==> src/rtl/date_to_day_number_weekday_assert.svh <==
// Assertion macros for the date to day number block.
`ifndef DATE_TO_DAY_NUMBER_WEEKDAY_ASSERT_SVH
`define DATE_TO_DAY_NUMBER_WEEKDAY_ASSERT_SVH

// Same-cycle implication, checked outside reset.
`define D2D_ASSERT_NOW(label, ante, cons, msg) \
    label: assert property (@(posedge i_clk) disable iff (!i_rst_n) (ante) |-> (cons)) \
        else $error(msg);

// Next-cycle implication, checked outside reset.
`define D2D_ASSERT_NEXT(label, ante, cons, msg) \
    label: assert property (@(posedge i_clk) disable iff (!i_rst_n) (ante) |=> (cons)) \
        else $error(msg);

`endif

==> src/rtl/d2d_pkg.sv <==
package d2d_pkg;

    localparam logic [13:0] BASE_YEAR   = 14'd1900;
    localparam logic [11:0] BASE_LEAPS  = 12'd460;   // leap years in 1..1899
    localparam logic [3:0]  MONTH_JAN   = 4'd1;
    localparam logic [3:0]  MONTH_FEB   = 4'd2;
    localparam logic [3:0]  MONTH_DEC   = 4'd12;
    localparam logic [11:0] RECIP_25    = 12'd2622;  // ceil(2^16 / 25)
    localparam int          RECIP_SHIFT = 16;
    localparam int          COUNT_W     = 23;

    typedef struct packed {
        logic [13:0] year;
        logic [3:0]  month;
        logic [4:0]  day;
        logic        rng_ok;     // year and month in range
        logic [7:0]  q100_prev;  // (year-1) / 100
        logic [5:0]  q400_prev;  // (year-1) / 400
        logic [7:0]  q100;       // year / 100
        logic [5:0]  q400;       // year / 400
    } t_s1;

    typedef struct packed {
        logic        ok;
        logic [22:0] year_days;  // (year-1900) * 365
        logic [11:0] leaps;      // leap days from 1900 up to year-1
        logic [8:0]  doy;        // day of year
    } t_s2;

    function automatic logic [4:0] month_len(input logic [3:0] m);
        logic [4:0] len;
        case (m)
            4'd1, 4'd3, 4'd5, 4'd7, 4'd8, 4'd10, 4'd12: len = 5'd31;
            4'd4, 4'd6, 4'd9, 4'd11:                    len = 5'd30;
            4'd2:                                       len = 5'd28;
            default:                                    len = 5'd0;
        endcase
        return len;
    endfunction

    // Days before the first of month m in a common year.
    function automatic logic [8:0] days_before(input logic [3:0] m);
        logic [8:0] d;
        case (m)
            4'd1:    d = 9'd0;
            4'd2:    d = 9'd31;
            4'd3:    d = 9'd59;
            4'd4:    d = 9'd90;
            4'd5:    d = 9'd120;
            4'd6:    d = 9'd151;
            4'd7:    d = 9'd181;
            4'd8:    d = 9'd212;
            4'd9:    d = 9'd243;
            4'd10:   d = 9'd273;
            4'd11:   d = 9'd304;
            4'd12:   d = 9'd334;
            default: d = 9'd0;
        endcase
        return d;
    endfunction

endpackage

==> src/rtl/date_to_day_number_weekday.sv <==
// Gregorian date to day number and weekday.
// Input stream: one date per transfer on s_axis; tdata carries year (14 bits),
// month (4 bits) and day (5 bits). Output stream: one result per date on
// m_axis; tuser is the valid-date flag, tdata carries the day count (days
// since 1899-12-31, so 1900-01-01 is 1) and the weekday (0 Sunday..6 Saturday).
// An invalid date (year outside 1900..MAX_YEAR, bad month, day 0 or past the
// end of the month, February 29 of a common year) yields flag 0, count 0 and
// weekday 0.
// Four register stages: year quotients, calendar checks and partial sums,
// final add, weekday fold into the output register. Throughput is one date
// per cycle while the receiver takes results; each stage holds a valid bit
// and moves on when the stage after it is empty or moving, so bubbles
// close up.
// If the receiver stalls, the pipeline fills and s_axis_tready falls only
// once every stage holds an item; no transfer is lost or repeated.
// Reset (synchronous, active low) clears all valid bits; the output is
// empty and the input ready right after.
module date_to_day_number_weekday #(
    parameter int MAX_YEAR = 9999
) (
    input  logic        i_clk,
    input  logic        i_rst_n,
    input  logic        s_axis_tvalid,
    output logic        s_axis_tready,
    input  logic [23:0] s_axis_tdata,   // [13:0] year_in, [17:14] month_in,
                                        // [22:18] day_in, [23] zero
    output logic        m_axis_tvalid,
    input  logic        m_axis_tready,
    output logic [31:0] m_axis_tdata,   // [21:0] day_count, [24:22] weekday,
                                        // [31:25] zero
    output logic        m_axis_tuser    // [0] date_valid
);

`include "date_to_day_number_weekday_assert.svh"

    // per-stage valid bits
    logic r_v1, r_v2, r_v3, r_v4;
    logic en1, en2, en3, en4;

    d2d_pkg::t_s1 s1;
    d2d_pkg::t_s2 s2;

    logic                        r_ok3;
    logic [d2d_pkg::COUNT_W-1:0] r_count3;
    logic [d2d_pkg::COUNT_W-1:0] n_count3;

    logic        out_ok;
    logic [21:0] out_count;
    logic [2:0]  out_weekday;

    // a stage loads when it is empty or its content moves on
    assign en4 = !r_v4 || m_axis_tready;
    assign en3 = !r_v3 || en4;
    assign en2 = !r_v2 || en3;
    assign en1 = !r_v1 || en2;

    assign s_axis_tready = en1;

    always_ff @(posedge i_clk) begin
        if (!i_rst_n) begin
            r_v1 <= 1'b0;
            r_v2 <= 1'b0;
            r_v3 <= 1'b0;
            r_v4 <= 1'b0;
        end else begin
            if (en1) r_v1 <= s_axis_tvalid;
            if (en2) r_v2 <= r_v1;
            if (en3) r_v3 <= r_v2;
            if (en4) r_v4 <= r_v3;
        end
    end

    d2d_year_div #(
        .MAX_YEAR (MAX_YEAR)
    ) u_year_div (
        .i_clk   (i_clk),
        .i_en    (en1),
        .i_year  (s_axis_tdata[13:0]),
        .i_month (s_axis_tdata[17:14]),
        .i_day   (s_axis_tdata[22:18]),
        .o_s1    (s1)
    );

    d2d_date_chk u_date_chk (
        .i_clk (i_clk),
        .i_en  (en2),
        .i_s1  (s1),
        .o_s2  (s2)
    );

    // stage 3: total day count, forced to zero for a bad date
    assign n_count3 = s2.ok ? (s2.year_days + 23'(s2.leaps) + 23'(s2.doy))
                            : '0;

    always_ff @(posedge i_clk) begin
        if (en3) begin
            r_ok3    <= s2.ok;
            r_count3 <= n_count3;
        end
    end

    d2d_mod7 u_mod7 (
        .i_clk       (i_clk),
        .i_en        (en4),
        .i_ok        (r_ok3),
        .i_count     (r_count3),
        .o_ok        (out_ok),
        .o_day_count (out_count),
        .o_weekday   (out_weekday)
    );

    assign m_axis_tvalid = r_v4;
    assign m_axis_tuser  = out_ok;
    assign m_axis_tdata  = {7'd0, out_weekday, out_count};

    // bad date carries a zero payload
    `D2D_ASSERT_NOW(a_bad_date_zero, r_v4 && !out_ok,
        (out_count == 22'd0) && (out_weekday == 3'd0), "bad date with nonzero result")
    // weekday of a good date stays below 7 (the count may wrap at 22 bits)
    `D2D_ASSERT_NOW(a_good_date_range, r_v4 && out_ok,
        (out_weekday != 3'd7), "good date result out of range")
    // full pipeline with a stalled output must refuse input
    `D2D_ASSERT_NOW(a_full_stall, r_v1 && r_v2 && r_v3 && r_v4 && !m_axis_tready,
        !s_axis_tready, "input taken while pipeline full")
    // an item waiting in stage 3 under a stalled full output stays put
    `D2D_ASSERT_NEXT(a_stage3_hold, r_v3 && r_v4 && !m_axis_tready,
        r_v3 && $stable(r_count3), "stage 3 item lost under stall")

endmodule

==> src/rtl/d2d_year_div.sv <==
// Stage 1: range checks and year quotients by 100 and 400.
// x / 25 = (x * 2622) >> 16, exact for x below 4681.
module d2d_year_div #(
    parameter int MAX_YEAR = 9999
) (
    input  logic          i_clk,
    input  logic          i_en,
    input  logic [13:0]   i_year,
    input  logic [3:0]    i_month,
    input  logic [4:0]    i_day,
    output d2d_pkg::t_s1  o_s1
);

    logic [13:0]  ym1;
    logic [23:0]  p100_prev;
    logic [21:0]  p400_prev;
    logic [23:0]  p100;
    logic [21:0]  p400;
    d2d_pkg::t_s1 n_s1;
    d2d_pkg::t_s1 r_s1;

    always_comb begin
        ym1       = i_year - 14'd1;
        p100_prev = 24'(ym1[13:2]) * 24'(d2d_pkg::RECIP_25);
        p400_prev = 22'(ym1[13:4]) * 22'(d2d_pkg::RECIP_25);
        p100      = 24'(i_year[13:2]) * 24'(d2d_pkg::RECIP_25);
        p400      = 22'(i_year[13:4]) * 22'(d2d_pkg::RECIP_25);

        n_s1.year      = i_year;
        n_s1.month     = i_month;
        n_s1.day       = i_day;
        n_s1.rng_ok    = (i_year >= d2d_pkg::BASE_YEAR) && (i_year <= 14'(MAX_YEAR))
                         && (i_month >= d2d_pkg::MONTH_JAN)
                         && (i_month <= d2d_pkg::MONTH_DEC);
        n_s1.q100_prev = p100_prev[d2d_pkg::RECIP_SHIFT +: 8];
        n_s1.q400_prev = p400_prev[d2d_pkg::RECIP_SHIFT +: 6];
        n_s1.q100      = p100[d2d_pkg::RECIP_SHIFT +: 8];
        n_s1.q400      = p400[d2d_pkg::RECIP_SHIFT +: 6];
    end

    always_ff @(posedge i_clk) begin
        if (i_en) begin
            r_s1 <= n_s1;
        end
    end

    assign o_s1 = r_s1;

endmodule

==> src/rtl/d2d_date_chk.sv <==
// Stage 2: leap test, day check, year days, leap days and day of year.
module d2d_date_chk (
    input  logic          i_clk,
    input  logic          i_en,
    input  d2d_pkg::t_s1  i_s1,
    output d2d_pkg::t_s2  o_s2
);

    logic         leap;
    logic [13:0]  ym1;
    logic [13:0]  yoff;
    logic [4:0]   mlen;
    logic         day_ok;
    d2d_pkg::t_s2 n_s2;
    d2d_pkg::t_s2 r_s2;

    always_comb begin
        ym1  = i_s1.year - 14'd1;
        yoff = i_s1.year - d2d_pkg::BASE_YEAR;
        // leap: divisible by 4, and not by 100 unless by 400
        leap = (i_s1.year[1:0] == 2'b00)
               && ((i_s1.year[13:2] != 12'(12'(i_s1.q100) * 12'd25))
                   || ((i_s1.year[3:0] == 4'd0)
                       && (i_s1.year[13:4] == 10'(10'(i_s1.q400) * 10'd25))));
        mlen   = d2d_pkg::month_len(i_s1.month)
                 + 5'(leap && (i_s1.month == d2d_pkg::MONTH_FEB));
        day_ok = (i_s1.day != 5'd0) && (i_s1.day <= mlen);

        n_s2.ok        = i_s1.rng_ok && day_ok;
        n_s2.year_days = 23'(yoff) * 23'd365;
        n_s2.leaps     = 12'(ym1[13:2]) - 12'(i_s1.q100_prev) + 12'(i_s1.q400_prev)
                         - d2d_pkg::BASE_LEAPS;
        n_s2.doy       = d2d_pkg::days_before(i_s1.month)
                         + 9'(leap && (i_s1.month > d2d_pkg::MONTH_FEB))
                         + 9'(i_s1.day);
    end

    always_ff @(posedge i_clk) begin
        if (i_en) begin
            r_s2 <= n_s2;
        end
    end

    assign o_s2 = r_s2;

endmodule

==> src/rtl/d2d_mod7.sv <==
// Output stage: weekday by folding octal digits (8 = 1 mod 7).
module d2d_mod7 (
    input  logic        i_clk,
    input  logic        i_en,
    input  logic        i_ok,
    input  logic [22:0] i_count,
    output logic        o_ok,
    output logic [21:0] o_day_count,
    output logic [2:0]  o_weekday
);

    logic [23:0] cnt_ext;
    logic [5:0]  dsum;
    logic [3:0]  fold;
    logic [2:0]  red;
    logic [2:0]  n_weekday;
    logic        r_ok;
    logic [21:0] r_day_count;
    logic [2:0]  r_weekday;

    always_comb begin
        cnt_ext = {1'b0, i_count};
        dsum    = 6'd0;
        for (int k = 0; k < 8; k++) begin
            dsum = dsum + 6'(cnt_ext[3*k +: 3]);
        end
        fold      = 4'(dsum[5:3]) + 4'(dsum[2:0]);
        red       = (fold >= 4'd7) ? 3'(fold - 4'd7) : fold[2:0];
        n_weekday = (red == 3'd7) ? 3'd0 : red;
    end

    always_ff @(posedge i_clk) begin
        if (i_en) begin
            r_ok        <= i_ok;
            r_day_count <= i_count[21:0];
            r_weekday   <= n_weekday;
        end
    end

    assign o_ok        = r_ok;
    assign o_day_count = r_day_count;
    assign o_weekday   = r_weekday;

endmodule

==> config.mk <==
export PLATFORM = sky130hd
export DESIGN_NAME = date_to_day_number_weekday
export DESIGN_NICKNAME = d
export VERILOG_FILES = /design/src/rtl/d2d_pkg.sv /design/src/rtl/date_to_day_number_weekday.sv /design/src/rtl/d2d_year_div.sv /design/src/rtl/d2d_date_chk.sv /design/src/rtl/d2d_mod7.sv
export VERILOG_INCLUDE_DIRS = /design/src /design/src/rtl
export SDC_FILE = /design/constraint.sdc
export NUM_CORES = 1
export LEC_CHECK = 0
export BUFFER_PORTS_ARGS = -buffer_cell sky130_fd_sc_hd__buf_2
export CAP_MARGIN = 20
export CORE_MARGIN = 2
export CORE_UTILIZATION = 47
export CTS_BUF_LIST = sky130_fd_sc_hd__clkbuf_16
export DETAILED_ROUTE_END_ITERATION = 10
export PLACE_DENSITY = 0.65
export SETUP_SLACK_MARGIN = 0.1
export SLEW_MARGIN = 20
export SYNTH_ARGS = -nofsm -noshare
export SYNTH_HDL_FRONTEND = slang
export SYNTH_SLANG_ARGS = --single-unit
==> constraint.sdc <==
create_clock -name i_clk -period 6.6 [get_ports i_clk]
set_input_delay 0 -clock i_clk [delete_from_list [all_inputs] [get_ports i_clk]]
set_output_delay 0 -clock i_clk [all_outputs]
set_load 0.05 [all_outputs]
Word level (Yosys, flattened, before mapping)
Memory sizes are Yosys's and may differ from the RTL's. A register that Yosys moved wholly into a read port is not among the register bits.
Index checks and enable logic that the tools add are counted.
{"block": "op_classes", "n_addsub": 20, "multipliers": 7, "magnitude_cmp": 7, "eq_ne": 4, "muxes": 3, "n_reduce_logical": 21}
{"operator": "12-bit by 11-bit multiplier with 23-bit output (second input constant)", "count": 2}
{"operator": "10-bit by 11-bit multiplier with 21-bit output (second input constant)", "count": 2}
{"operator": "6-bit by 3-bit adder with 6-bit output", "count": 5}
{"operator": "14-bit by 1-bit subtractor with 14-bit output (second input constant)", "count": 2}
{"operator": "23-bit by 12-bit adder with 23-bit output", "count": 1}
{"operator": "23-bit by 9-bit adder with 23-bit output", "count": 1}
{"operator": "14-bit by 9-bit multiplier with 23-bit output (second input constant)", "count": 1}
{"operator": "14-bit by 11-bit greater-or-equal comparator with 1-bit output (second input constant)", "count": 1}
{"operator": "14-bit less-or-equal comparator (second input constant)", "count": 1}
{"operator": "14-bit by 11-bit subtractor with 14-bit output (second input constant)", "count": 1}
{"operator": "12-bit by 6-bit adder with 12-bit output", "count": 1}
{"operator": "8-bit by 5-bit multiplier with 12-bit output (second input constant)", "count": 1}
{"operator": "12-bit inequality test", "count": 1}
{"operator": "12-bit by 8-bit subtractor with 12-bit output", "count": 1}
{"operator": "12-bit by 9-bit subtractor with 12-bit output (second input constant)", "count": 1}
{"operator": "10-bit equality test", "count": 1}
{"operator": "6-bit by 5-bit multiplier with 10-bit output (second input constant)", "count": 1}
{"operator": "9-bit by 1-bit adder with 9-bit output", "count": 1}
{"operator": "9-bit by 5-bit adder with 9-bit output", "count": 1}
{"operator": "1-bit logical AND", "count": 9}
{"operator": "3-bit by 3-bit adder with 4-bit output", "count": 2}
{"operator": "4-bit two-way mux", "count": 2}
{"operator": "6-bit by 2-bit adder with 6-bit output", "count": 1}
{"operator": "5-bit by 1-bit adder with 5-bit output", "count": 1}
{"operator": "14 further kinds", "count": 21}
{"block": "word_totals", "reg_bits": 151, "rom_bits": 224, "in_bits": 28, "word_cells": 85, "memories": 2}
{"memory": "(no name shown)", "words": 16, "word_bits": 9, "rd": 1, "rd_clocked_by_memory_dff": 1, "write_ports": 0, "line": "d2d_pkg.sv:44", "rtl": "case (m)"}
{"memory": "(no name shown)", "words": 16, "word_bits": 5, "rd": 1, "rd_clocked_by_memory_dff": 1, "write_ports": 0, "line": "d2d_pkg.sv:32", "rtl": "case (m)"}

Depth between registers and ports, before layout
Gate-level depths: netlist of the first run.
{"block": "depth", "depth_word": 11, "mapped_depth": 26, "ltp_nobuf": 26}

Hierarchy
Synthesis of the first run repeated with hierarchy kept, for this count alone.
{"block": "hier_totals", "hier_cells": 2042, "area_unflattened_um2": 21349.2}
{"module": "d2d_year_div", "n_inst": 1, "cells_per_inst": 1039, "area_each_um2": 10779.1, "seq_area_each_um2": 1561.5}
{"module": "d2d_date_chk", "n_inst": 1, "cells_per_inst": 671, "area_each_um2": 6805.3, "seq_area_each_um2": 1351.3}
{"module": "date_to_day_number_weekday", "n_inst": 1, "cells_per_inst": 208, "area_each_um2": 2160.8, "seq_area_each_um2": 800.8}
{"module": "d2d_mod7", "n_inst": 1, "cells_per_inst": 124, "area_each_um2": 1604.0, "seq_area_each_um2": 780.7}

Least setup slack after synthesis of the first run
OpenSTA, ideal clock, no wires.
{"block": "synth_path", "path_type": "input-to-reg", "start": "in s_axis_tdata[4]", "end": "reg u_year_div.r_s1, in the netlist u_year_div.o_s1[18] (data pin)", "setup_ps": 259, "t_arrival_ps": 6009, "t_required_ps": 6341, "path_slack_ps": 332, "stages": 25, "path_buffers": 0, "cell_sequence": "inv_1 ha_1 nand2_1 a21oi_1 nand2_1 xnor2_1 inv_1 fa_1 inv_1 ha_1 inv_1 fa_1 inv_1 fa_1 inv_1 fa_1 inv_1 ha_1 a211oi_1 o21ai_0 o221ai_1 o211ai_1 a211oi_1 o21ai_0 xnor2_1"}
{"item": "start, declared", "line": "date_to_day_number_weekday.sv:25", "rtl": "input logic [23:0] s_axis_tdata,"}
{"item": "end signal, assigned", "line": "d2d_year_div.sv:43", "rtl": "r_s1 <= n_s1;"}
{"item": "end, declared", "line": "d2d_year_div.sv:20", "rtl": "d2d_pkg::t_s1 r_s1;"}

==> flow_summary.ini, run 1 <==
[routing]
drc = 0
wl_mm = 38.8
detail-route-antenna-nets = 0
num_vias = 13187
first_pass_iters = 5
wl_per_cell_um = 14.9
drt-initial-drc-count = 556
via_per_inst = 5.06

[timing]
setup_viol = 0
worst_pin_slew_ns = 0.967
post-route-period-util_pct = 92.0
hold_viol_final = 0
min_period_ns = 6.07
fmax_mhz = 165
slew-limit-headroom_pct = 35.4
rsz0062_at_grt = false
fin_tns_setup_ns = 0
drv_slew = 0
holdWs_ns = 0.0287
fin_skew_ns = 0.0143

[grt]
grt_max_degree = 55
track_usage_pct = 17.7
grt_pass1_vias = 14049
grt.overflow.total = 0
antenna_found_initial = 0
grt_pass1_wl_mm = 66.3

[cts]
cts_tree = built
cts.sinks = 163
clkLatencyLatePin_ns = 0.45
cts_max_level = 4
clkTransAtPathRegs_ns = 0.07
ctsRootBufferMaster = clkbuf_16
clk_path_buf_depth = 2
numCtsBuffers = 17

[synthesis]
ys_types = 80
async_reset_ff_share_pct = 0
synth_ff_type = edfxtp_1
synth_edf_count = 147
yosys_warnings = 0
yosysSeqAreaShare_pct = 22.8
synth.avg_cell_area_um2 = 10.9
ys_seq_elements = 163
synthCells = 1907
synthesis.area_um2 = 20800

[die]
initial_utilization_pct = 47.9
num_rows = 76
die_h_um = 214
coreArea_um2 = 43400
die_area_um2 = 45900
ios = 63
die_w_um = 214

[place]
gp_congestion = 0.874
numPortBuffers = 54
place_area_um2 = 21800
dpl.hpwl_mm = 32.6

[min_path]
min_from = s_axis_tdata[11]
hold-path-cell-count = 1
holdPathEnd = u_year_div.o_s1[49]$_DFFE_PP_
min_path_type = in2reg

[finish]
nets = 2710
final_cell_area_um2 = 22600
syn2layout_area_growth_pct = 9.04
n_fill_cell = 3834
drive_gt1_share_pct = 7.08
n_antenna_cell = 0

[critical_path]
startpoint_type = primary input
r2r_start = u_year_div.o_s1[41]$_DFFE_PP_
r2r_setup_slack_ns = 0.87
rr_endpoint = u_date_chk.o_s2[43]$_DFFE_PP_
crit_fanout = 6
arrival_ns = 6.27
slowest_delay_ns = 0.56
required_ns = 6.80
reg2reg_depth = 19
cpMaxStageDelayCell = fa_1
endpoint_kind = flip-flop
cpMostUsedCell = inv_1
worstSetupPathType = in2reg

[flow_run]
cap_violations = 0

[outcome]
status = finished clean
-- layer usage --
layer	track usage (%)	vias up	wire length [um]
li1	-	6588	-
met1	22.1	6408	17300
met2	32.4	151	19900
met3	2.60	40	942
met4	4.14	0	629
met5	0	-	0
-- critical path, delay by kind of cell --
family	cells	cell delay, ns
XOR/XNOR	2	0.37
buffers and inverters	9	1.32
AO/OA/AOI/OAI	8	1.46
AND/OR/NAND/NOR	2	0.22
adder cells (fa/ha/maj)	7	2.90
-- cells in the final DEF (no fill, tap or decap), drive strengths merged, types with 15 or more instances in the layout --
cell | synthesis | final
fa | 215 | 215
nor2 | 46 | 46
ha | 459 | 459
o21ai | 45 | 45
a21oi | 72 | 72
edfxtp | 147 | 147
xor2 | 41 | 41
nand2b | 15 | 15
clkbuf | 6 | 17
nor2b | 17 | 17
buf | 18 | 81
xnor2 | 101 | 101
nor3 | 20 | 20
a21o | 34 | 34
dfxtp | 16 | 16
dlygate4sd3 | 0 | 19
o21a | 17 | 17
nand2 | 59 | 59
inv | 396 | 404
nand3 | 18 | 18
-- registers in the layout (all words and copies together) (netlist names), named ones only --
signal / count
u_mod7.o_weekday: 3
r_v2: 1
m_axis_tvalid: 1
u_mod7.o_day_count: 22
r_v1: 1
u_date_chk.o_s2: 45
r_ok3: 1
u_mod7.o_ok: 1
u_year_div.o_s1: 52
r_v3: 1
r_count3: 23
-- per-stage QoR --
stage                     utilization (%)  instances  setup slack [ns]
after CTS                            52.0       2601             0.168
final                                52.2       2606             0.528
after global placement               50.2       2550             0.360
after floorplan                         -       1913             0.332
after global routing                 52.2       2606            0.0974
after detailed placement             50.2       2550             0.234
-- cell type report --
type / count / area, um2 / area share, %
Multi-Input combinational cell: 1330 / 14400 / 63.8
Sequential cell: 163 / 4730 / 20.9
Timing Repair Buffer: 100 / 663 / 2.93
Clock inverter: 15 / 148 / 0.652
Clock buffer: 17 / 425 / 1.88
Tap cell: 585 / 732 / 3.23
Inverter: 396 / 1490 / 6.58
-- kinds of logic (layout without fill, tap and decap cells) --
group                      Yosys count  after routing  synth area share [%]
other                                1              7                0.0181
AOI/OAI and AO/OA                  246            246                  7.84
and+or+nand+nor                    253            253                  6.50
DFF                                163            163                  22.8
buffers and inverters              420            528                  7.95
muxes                                8              8                 0.470
xor gates and xnor gates           142            142                  5.99
adders and majority gates          674            674                  48.4
-- synth_stat cells, drive strengths merged (7+ instances only) --
master  number  share of area, %
nand3       18              0.43
a21oi       72               1.8
fa         215                21
edfxtp     147                21
mux2i        7              0.42
o31ai        9              0.33
inv        396               7.2
o21a        17              0.61
nor2        46              0.87
nand2       59               1.1
ha         459                28
nand4       13              0.39
or3          9              0.30
buf         18              0.68
dfxtp       16               1.5
xor2        41               1.7
xnor2      101               4.3
nor2b       17              0.51
nand2b      15              0.45
and3         9              0.27
and2        14              0.42
a211oi      10              0.36
o21ai       45               1.1
o211ai       9              0.33
nor3        20              0.54
a21o        34               1.2
-- timing repair --
item / in CTS / in global routing
gates resized for setup: 0 / 9
hold buffers: 19 / 0
buffers inserted: 0 / 5
setup endpoints to repair: 0 / 8
hold endpoints to repair: 20 / 0
-- worst max-delay path by stage --
| stage | endpoint | from | slack (ns) | cells after the start |
|---|---|---|---|---|
| floorplan | u_year_div.o_s1[18]$_DFFE_PP_ | s_axis_tdata[4] | 0.33 | 25 |
| global placement | u_year_div.o_s1[18]$_DFFE_PP_ | s_axis_tdata[3] | 0.36 | 27 |
| detailed placement | u_year_div.o_s1[18]$_DFFE_PP_ | s_axis_tdata[3] | 0.23 | 27 |
| CTS | u_year_div.o_s1[18]$_DFFE_PP_ | s_axis_tdata[3] | 0.17 | 28 |
| global route | u_year_div.o_s1[18]$_DFFE_PP_ | s_axis_tdata[2] | 0.1 | 28 |
| finish | u_year_div.o_s1[18]$_DFFE_PP_ | s_axis_tdata[3] | 0.53 | 28 |
Power of run 1 is not shown: default switching activity piles up to over one toggle a cycle in this logic, so the estimate is an artifact.
==> inputs of run 2 (changes only) <==
- PLACE_DENSITY: 0.65 -> 0.71
- SKIP_CTS_REPAIR_TIMING: default -> 1
==> run 2 against run 1 <==
Net effect: sequential share of layout area about the same; worst hold slack better by 0.019 ns; flip-flop and latch count unchanged; clock skew down 0.0015 ns; final cell count down 0.15%; first-iteration DRC count down 5.2%; non-clock buffer count down 4; critical path type unchanged; global-route usage down 0.48 points; clock-buffer cell count unchanged; fmax down 1.3%.
==> flow_summary.ini, run 2 (same netlist as run 1, synthesis figures left out) <==
[outcome]
status = finished clean

[routing]
detail-route-antenna-nets = 0
via_per_inst = 5.09
drc = 0
wl_per_cell_um = 14.8
wl_mm = 38.4
num_vias = 13255
first_pass_iters = 5
drt-initial-drc-count = 527

[critical_path]
worstSetupPathType = in2reg
arrival_ns = 6.35
reg2reg_depth = 19
required_ns = 6.79
endpoint_kind = flip-flop
crit_fanout = 6
startpoint_type = primary input

[place]
place_inst = 2552
place_ws_ns = 0.330
dpl.hpwl_mm = 32.5
gp_congestion = 0.820
numPortBuffers = 54

[finish]
final_cell_mix = 459 x ha_1, 395 x inv_1, 215 x fa_1
largest_reg_flops = 52
nets = 2706
n_antenna_cell = 0
final_cells = 2602
layout_commonest_cell = ha_1
syn2layout_area_growth_pct = 8.81
finish.utilization_pct = 52.1
drive_gt1_share_pct = 6.59

[timing]
drv_slew = 0
fin_tns_setup_ns = 0
setup_ws_ns = 0.445
slew-limit-headroom_pct = 37.1
fin_skew_ns = 0.0128
rsz0062_at_grt = false
fmax_mhz = 162
worst_pin_slew_ns = 0.937
setup_viol = 0
min_period_ns = 6.15
hold_viol_final = 0
post-route-period-util_pct = 93.3

[cts]
ctsRootBufferMaster = clkbuf_16
cts_tree = built
cts.sinks = 163
cts_max_level = 4
clk_path_buf_depth = 2
numCtsBuffers = 17
clkTransAtPathRegs_ns = 0.07
clkLatencyLatePin_ns = 0.44

[grt]
grt_pass1_vias = 13928
grt_max_degree = 49
grt_pass1_wl_mm = 64.7
grt.overflow.total = 0
met2_usage_pct = 32.5
use_met1_pct = 20.5
grtUsageMet3_pct = 2.14
track_usage_pct = 17.2
busiest_layer = met2
antenna_found_initial = 0

[die]
initial_utilization_pct = 47.9
die_w_um = 214
num_rows = 76
die_area_um2 = 45900
ios = 63
die_h_um = 214
coreArea_um2 = 43400

[min_path]
hold-path-cell-count = 1
min_path_type = in2reg

[flow_run]
cap_violations = 0
==> run 2: changes by cell type in the layout (fill, tap and decap cells not counted), moves of 2 or more <==
cell | before | now
xnor2_2 | 3 | 0
clkinv_8 | 0 | 5
inv_8 | 3 | 5
inv_6 | 4 | 2
buf_4 | 27 | 24
clkinvlp_4 | 3 | 0
xnor2_1 | 98 | 101
==> run 2: final timing paths <==
check / startpoint / end / slack (ns)
max: s_axis_tdata[1] / u_year_div.o_s1[18]$_DFFE_PP_ / 0.45
min reg2reg: r_ok3$_DFFE_PP_ / u_mod7.o_ok$_DFFE_PP_ / 0.42
min: s_axis_tdata[11] / u_year_div.o_s1[49]$_DFFE_PP_ / 0.05
max reg2reg: u_year_div.o_s1[41]$_DFFE_PP_ / u_date_chk.o_s2[42]$_DFFE_PP_ / 0.86
==> run 2: per-stage QoR <==
stage	hold WS (ns)	instance area [um2]
floorplan	0.0989	20800
global placement	0.187	21800
detailed placement	0.179	21800
CTS	-0.280	22400
global route	0.0332	22600
finish	0.0481	22600
==> run 2: per-layer routing <==
metal	vias to the layer above	share of wire, %
li1	6585	-
met2	163	53
met5	-	0
met1	6455	43
met3	52	2.4
met4	0	2.2
==> run 2: layout make-up <==
type                            count  area (um2)
Sequential cell                   163        4730
Inverter                          396        1490
Fill cell                        3898       20800
Timing Repair Buffer               96         631
Multi-Input combinational cell   1330       14400
Clock buffer                       17         425
Tap cell                          585         732
Clock inverter                     15         181
==> run 2: worst max-delay path, cell delays in order <==
cell	delay [ns]
dlygate4sd3_1	0.53
buf_2	0.16
o31ai_1	0.31
and3_1	0.24
nand2_1	0.10
xnor2_1	0.30
inv_1	0.22
fa_1	0.54
inv_1	0.08
ha_1	0.28
inv_1	0.05
fa_1	0.52
inv_1	0.06
fa_1	0.54
inv_1	0.05
fa_1	0.49
inv_1	0.04
ha_1	0.32
a211oi_1	0.23
o21ai_0	0.12
o221ai_1	0.28
o211ai_1	0.18
a211oi_1	0.39
o21ai_0	0.18
xnor2_1	0.15
Power of run 2 is left out for the same reason.
